### config.mk
export PLATFORM = sky130hd
export DESIGN_NAME = ms_ctrl
export DESIGN_NICKNAME = d
export VERILOG_FILES = /design/src/hw/rtl/assert_macros.svh /design/src/hw/rtl/ms_pkg.sv /design/src/hw/rtl/ms_ctrl.sv
export SDC_FILE = /design/constraint.sdc
export NUM_CORES = 1
export LEC_CHECK = 0
export BUFFER_PORTS_ARGS = -buffer_cell sky130_fd_sc_hd__buf_2
export CAP_MARGIN = 25
export CORE_AREA = 2 2 39 41
export DETAILED_ROUTE_END_ITERATION = 16
export DIE_AREA = 0 0 41 43
export PLACE_DENSITY = 0.46
export SYNTH_ARGS = -nofsm -noshare
export SYNTH_HDL_FRONTEND = slang
export SYNTH_SLANG_ARGS = --single-unit
### constraint.sdc
create_clock -name clk -period 1.6 [get_ports clk]
set_input_delay 0.32 -clock clk [delete_from_list [all_inputs] [get_ports clk]]
set_output_delay 0.32 -clock clk [all_outputs]
set_load 0.02 [all_outputs]
### src/hw/rtl/assert_macros.svh
// Assertion macros used by the merge sorter datapath
`ifndef ASSERT_MACROS_SVH
`define ASSERT_MACROS_SVH

// same-cycle implication
`define MS_ASSERT_NOW(label, clk, rst_n, ante, cons, msg) \
  label: assert property (@(posedge clk) disable iff (!rst_n) (ante) |-> (cons)) \
    else $error(msg);

// next-cycle implication
`define MS_ASSERT_NEXT(label, clk, rst_n, ante, cons, msg) \
  label: assert property (@(posedge clk) disable iff (!rst_n) (ante) |=> (cons)) \
    else $error(msg);

`endif

### src/hw/rtl/ms_pkg.sv
// Merge sorter shared types and constants
package ms_pkg;

  localparam int VAL_W = 64;

  typedef logic signed [VAL_W-1:0] val_t;

  typedef struct packed {
    logic load;
    logic setup;
    logic merge;
    logic emit;
  } ms_cmd_t;

  typedef struct packed {
    logic empty;
    logic small_set;
    logic at_end;
    logic sort_end;
    logic out_free;
  } ms_stat_t;

endpackage

### src/hw/rtl/ms_ctrl.sv
// Merge sorter controller: load, merge pass and emit sequencing
module ms_ctrl (
  input  logic             clk,
  input  logic             rst_n,
  input  logic             in_valid,
  input  logic             in_last,
  output logic             in_ready,
  input  ms_pkg::ms_stat_t st,
  output ms_pkg::ms_cmd_t  cmd
);

  localparam logic [2:0] S_IDLE  = 3'd0;
  localparam logic [2:0] S_SETUP = 3'd1;
  localparam logic [2:0] S_M_RD  = 3'd2;
  localparam logic [2:0] S_M_WR  = 3'd3;
  localparam logic [2:0] S_E_RD  = 3'd4;
  localparam logic [2:0] S_E_WR  = 3'd5;

  logic [2:0] state_r, state_nxt;
  logic       accept;

  assign in_ready = (state_r == S_IDLE);
  assign accept   = in_valid && in_ready;

  always_comb begin
    state_nxt = state_r;
    cmd       = '0;
    case (state_r)
      S_IDLE: begin
        cmd.load = accept;
        if (accept && in_last) begin
          state_nxt = S_SETUP;
        end
      end
      S_SETUP: begin
        cmd.setup = 1'b1;
        if (st.empty) begin
          state_nxt = S_IDLE;
        end else if (st.small_set) begin
          state_nxt = S_E_RD;
        end else begin
          state_nxt = S_M_RD;
        end
      end
      S_M_RD: begin
        state_nxt = S_M_WR;
      end
      S_M_WR: begin
        cmd.merge = 1'b1;
        state_nxt = (st.at_end && st.sort_end) ? S_E_RD : S_M_RD;
      end
      S_E_RD: begin
        state_nxt = S_E_WR;
      end
      S_E_WR: begin
        if (st.out_free) begin
          cmd.emit  = 1'b1;
          state_nxt = st.at_end ? S_IDLE : S_E_RD;
        end
      end
      default: begin
        state_nxt = S_IDLE;
      end
    endcase
  end

  always_ff @(posedge clk) begin
    if (!rst_n) begin
      state_r <= S_IDLE;
    end else begin
      state_r <= state_nxt;
    end
  end

endmodule

==> results of run 1 <==
==> critical path: stages, from the launching register on <==
cell and delay (ns):
dfxtp_1 0.53, nor3b_4 0.25, buf_2 0.18
==> per-stage QoR <==
| stage | instances | setup WS (ns) |
|---|---|---|
| 2_1_floorplan | 31 | 0.1785 |
| 3_3_place_gp | 58 | 0.2927 |
| 5_1_grt | 62 | 0.006394 |
| 4_1_cts | 62 | 0.009218 |
| 3_5_place_dp | 58 | 0.2600 |
| 6_report | 62 | 0.07836 |
==> cell usage in the layout (no fill, tap or decap), drive strengths merged <==
| cell | netlist | routed |
|---|---|---|
| and3 | 1 | 1 |
| nor2 | 3 | 3 |
| a32oi | 1 | 1 |
| and2b | 1 | 1 |
| nor3b | 1 | 1 |
| inv | 4 | 4 |
| nand2b | 1 | 1 |
| dfxtp | 3 | 3 |
| clkbuf | 0 | 4 |
| o41ai | 1 | 1 |
| nand2 | 2 | 2 |
| nor3 | 4 | 4 |
| a2111oi | 1 | 1 |
| buf | 2 | 13 |
| a211oi | 3 | 3 |
| nand3 | 1 | 1 |
| and2 | 1 | 1 |
| a21oi | 1 | 1 |
==> per-layer routing <==
metal	wire length (microns)	up-vias	track usage	share of wire
li1	-	141	-	-
met1	299	112	0.09936	0.51
met2	242	10	0.1125	0.41
met3	45	0	0.01571	0.077
met4	0	0	0.08000	0
met5	0	-	0	0
==> cell families after synthesis <==
family,count (synthesis),synth area share
flops,3,0.2308
compound gates,7,0.2981
buf+inv,6,0.1298
simple gates,15,0.3414
==> area by class of cell <==
class,instances,area [sq um]
Clock buffer,4,26.28
Fill cell,156,1023
Inverter,4,15.01
Multi-Input combinational cell,22,171.4
Sequential cell,3,62.56
Tap cell,16,20.02
Timing Repair Buffer,13,65.06
==> worst paths after layout <==
path	endpoint	depth (start not counted)	slack, ns	from
hold reg to reg	state_r[1]	2	0.68	state_r[1]
setup / recovery	cmd[2]	2	0.08	state_r[0]
hold / removal	state_r[2]	3	0.30	rst_n
setup reg to reg	state_r[2]	4	0.25	state_r[0]
==> power by group <==
| group | leakage (nW) | switching [mW] | total (mW) | internal (mW) |
|---|---|---|---|---|
| logic | 0.119 | 0.0334 | 0.0641 | 0.0307 |
| clock network | 0.0150 | 0.0410 | 0.135 | 0.0936 |
| registers | 0.0254 | 0.0117 | 0.0911 | 0.0794 |
==> results_dict.tcl, run 1 <==
set metrics [dict create \
    synthArstFlopShare 0 \
    place.detailed.hpwl_microns 458.9 \
    critPathRequiredTime_ns 1.28 \
    dpl-instance-area_sq_um 331.6 \
    yosysWarnings 0 \
    path_clk_slew_ns 0.04 \
    dr.pass1.iters 3 \
    worst_pin_slew_ns 0.3878 \
    maxSlewViolCount 0 \
    clock_latency_ns 0.23 \
    wl_per_cell_microns 9.468 \
    reg.largest.list "state_r: 3 flops" \
    maxSlewHeadroom 0.7410 \
    largest_reg_flops 3 \
    n_antenna_cell 0 \
    io_buffers 13 \
    leakage_nw 0.1594 \
    synth_common_cells "4 x inv_1, 4 x nor3_1, 3 x dfxtp_1, 3 x nor2_1" \
    cts-buffers-inserted 3 \
    synth_top_flop_cell "dfxtp_1" \
    yosysSeqAreaShare 0.2308 \
    cts_tree "built" \
    drive_gt1_frac 0.5217 \
    path_class "reg2out" \
    syn_area_per_cell_sq_um 8.395 \
    fin_skew_ns 0.003227 \
    grt_pass1_vias 252 \
    whs_ns 0.3005 \
    syn_to_final_growth_pct 38.46 \
    stdcell_area_sq_um 360.3 \
    fin_nets 56 \
    die-area_sq_um 1763 \
    ant_nets 0 \
    syn_inst 31 \
    synth_nets 40 \
    first_iter_violations 5 \
    drcViolationCount 0 \
    final_core_util 0.2604 \
    fin_setup_tns_ns 0 \
    cp.arrival_ns 1.20 \
    cts_max_path_buffers 2 \
    grt_max_degree 11 \
    synth_area_leaders "dfxtp_1 23%, a211oi_2 9.6%, nor3_1 7.7%" \
    die_h_microns 43 \
    synth.distinct_cells 19 \
    path_max_fanout 9 \
    synth_top_cell_area_share 0.2308 \
    top_register "state_r" \
    post_cts.resized_instances 0 \
    grtUsageTotal 0.08225 \
    avgViaCountPerCell 4.242 \
    finalWirelength_microns 587 \
    max_freq_mhz 657.2 \
    setup_viol 0 \
    ys_ff_latch 3 \
    grt_pass1_wl_microns 952 \
    place_congestion 0.7649 \
    rows 14 \
    grt_setup_unrepaired "no" \
    yosysTopAreaCell "dfxtp_1" \
    die_w_microns 41 \
    cp-end-kind "output pin" \
    maxCapViolations 0 \
    start_util 0.1881 \
    synth_edf_count 0 \
    hold_viol_final 0 \
    syn_area_sq_um 260.3 \
    clock_sinks 3 \
    power_mw 0.2897 \
    hold_path_class "in2reg" \
    core-area_sq_um 1384 \
    finalCriticalPeriod_ns 1.522 \
    power_density_nw_per_um2 803.9 \
    grt_antenna_before_repair 0 \
    vias 263 \
    post_cts_buffers 0 \
    ctsHoldBuffers 0 \
    peakVddDrop_uv 231.4 \
    grt.overflow.total 0 \
    ios 14 \
    cts-root-buf "clkbuf_4" \
    htree_levels 1 \
    cp-start-kind "flip-flop" \
    outcome "finished, final reports clean" \
    fin_crit_sh 0.9510 \
]
Power figures use the tool's default switching activity.
==> run 2: changes to the inputs <==
--- a/config.mk
+++ b/config.mk
@@ -5,12 +5,13 @@
 export SDC_FILE = /design/constraint.sdc
 export NUM_CORES = 1
 export LEC_CHECK = 0
+export ABC_AREA = 1
 export BUFFER_PORTS_ARGS = -buffer_cell sky130_fd_sc_hd__buf_2
 export CAP_MARGIN = 25
 export CORE_AREA = 2 2 39 41
 export DETAILED_ROUTE_END_ITERATION = 16
 export DIE_AREA = 0 0 41 43
-export PLACE_DENSITY = 0.46
+export PLACE_DENSITY = 0.43
 export SYNTH_ARGS = -nofsm -noshare
 export SYNTH_HDL_FRONTEND = slang
 export SYNTH_SLANG_ARGS = --single-unit
==> run 2 against run 1 <==
Clock skew down 0.00082 ns; largest cell class unchanged; die area did not move; combinational power decreased by 5.1%; core utilization fell by 1.8 points; sequential cell count is the same; non-clock buffer count unchanged; synthesized area shrank 14%; hold slack gained 0.065 ns; wire length fell by 7.7%; total power shrank 4.2%; synthesized cell count grew 35%.
==> results_dict.tcl, run 2 <==
set metrics [dict create \
    syn_area_sq_um 224.0 \
    finalCriticalPeriod_ns 1.428 \
    grtUsageTotal 0.08225 \
    cts-root-buf "clkbuf_4" \
    place.detailed.hpwl_microns 462.9 \
    fin_skew_ns 0.002412 \
    post_cts_buffers 0 \
    hold_viol_final 0 \
    maxCapViolations 0 \
    synth_nets 51 \
    vias 295 \
    ant_nets 0 \
    ctsHoldBuffers 0 \
    final_cell_mix "13 x buf_2, 11 x inv_1, 10 x nor2_1" \
    first_iter_violations 2 \
    path_clk_slew_ns 0.04 \
    ios 14 \
    synth.most_common_cell "inv_1" \
    cts-buffers-inserted 3 \
    multi_input_area_sq_um 122.6 \
    finalWirelength_microns 542 \
    grt_pass1_wl_microns 966 \
    avgViaCountPerCell 3.933 \
    synth_area_leaders "dfxtp_1 27%, inv_1 18%, nor2_1 17%" \
    top_register "state_r" \
    yosysTopAreaCell "dfxtp_1" \
    setup_viol 0 \
    fin_setup_tns_ns 0 \
    cts_max_path_buffers 2 \
    grt.overflow.total 0 \
    yosysSeqAreaShare 0.2682 \
    maxSlewViolCount 0 \
    die-area_sq_um 1763 \
    htree_levels 1 \
    syn_area_per_cell_sq_um 5.333 \
    power_mw 0.2775 \
    fin_crit_sh 0.8922 \
    max_freq_mhz 700.5 \
    outcome "finished, final reports clean" \
    die_w_microns 41 \
    final_core_util 0.2423 \
    leakage_nw 0.1888 \
    path_max_fanout 5 \
    clock_latency_ns 0.23 \
    drive_gt1_frac 0.2712 \
    drcViolationCount 0 \
    place_congestion 0.6569 \
    syn_to_final_growth_pct 49.72 \
    cpMaxStageDelayCell "dfxtp_1" \
    synth_common_cells "11 x inv_1, 10 x nor2_1, 8 x nand2_1" \
    wl_per_cell_microns 7.227 \
    grt_antenna_before_repair 0 \
    start_util 0.1618 \
    worst_pin_slew_ns 0.2224 \
    grt_pass1_vias 290 \
    fin_nets 69 \
    post_cts.resized_instances 0 \
    power_density_nw_per_um2 827.5 \
    max_stage_delay_ns 0.38 \
    syn_inst 42 \
    synthArstFlopShare 0 \
    final_common_cell "buf_2" \
    critPathRequiredTime_ns 1.28 \
    fillers 166 \
    synth_edf_count 0 \
    cp-end-kind "output pin" \
    core-area_sq_um 1384 \
    grt_setup_unrepaired "no" \
    synth_top_cell_area_share 0.2682 \
    grt_max_degree 7 \
    synth.distinct_cells 10 \
    yosysWarnings 0 \
    cp.arrival_ns 1.11 \
    reg.largest.list "state_r: 3 flops" \
    register_area_sq_um 60.06 \
    n_antenna_cell 0 \
    cts_tree "built" \
    crit_chain "inv_1, nor3_1, buf_2" \
    ys_ff_latch 3 \
    largest_reg_flops 3 \
    die_h_microns 43 \
    cp-start-kind "flip-flop" \
    synth_top_flop_cell "dfxtp_1" \
    rows 14 \
    clock_sinks 3 \
    io_buffers 13 \
    peakVddDrop_uv 295.8 \
    hold_path_class "in2reg" \
    maxSlewHeadroom 0.8506 \
    dr.pass1.iters 4 \
    path_class "reg2out" \
]
[run 2: layout make-up]
class                      instances  share of cell area
inverter                          11              0.1231
sequential                         3              0.1791
timing repair buffer              13              0.1940
tap                               16             0.05970
multi-input combinational         28              0.3657
clock buffer                       4             0.07836
[run 2: logic make-up (layout without fill, tap and decap cells)]
family | after synthesis | count (layout) | synth area share
DFF | 3 | 3 | 0.2682
and+or+nand+nor | 23 | 23 | 0.4134
AOI/OAI and AO/OA | 5 | 5 | 0.1341
buffers and inverters | 11 | 28 | 0.1844
[run 2: per-layer routing]
metal,part of all wire,global-route usage
met1,0.41,0.08013
met2,0.50,0.1313
met5,0,0
met3,0.081,0.04712
met4,0,0.04000
[run 2: critical path: cells and delay by family (launching register included)]
kind | cells | cell delay (ns)
flip-flops | 1 | 0.38
buffers and inverters | 2 | 0.31
AND/OR/NAND/NOR | 1 | 0.19
[run 2: stage by stage]
| stage | std cells | setup WS (ns) | area [sq um] | hold slack, ns |
|---|---|---|---|---|
| floorplan | 42 | 0.3351 | 224.0 | 0.4720 |
| global placement | 71 | 0.4410 | 309.0 | 0.5684 |
| detailed placement | 71 | 0.4102 | 309.0 | 0.5610 |
| CTS | 75 | 0.1524 | 335.3 | 0.3634 |
| global route | 75 | 0.03203 | 335.3 | 0.3880 |
| finish | 75 | 0.1725 | 335.3 | 0.3657 |
[run 2: path summary, 6_finish.rpt]
kind	end	slack [ns]	depth (start not counted)	start
worst min-delay path	state_r[1]	0.37	3	rst_n
worst min register to register	state_r[1]	0.57	2	state_r[1]
worst max register to register	state_r[0]	0.60	5	state_r[1]
worst max-delay path	cmd[2]	0.17	3	state_r[0]
[run 2: report_power, final]
part	switching (mW)	internal, mW	leakage, nW
registers	0.00452	0.0791	0.0244
logic	0.0374	0.0234	0.149
clock network	0.0395	0.0935	0.0150
total	0.0815	0.196	0.189
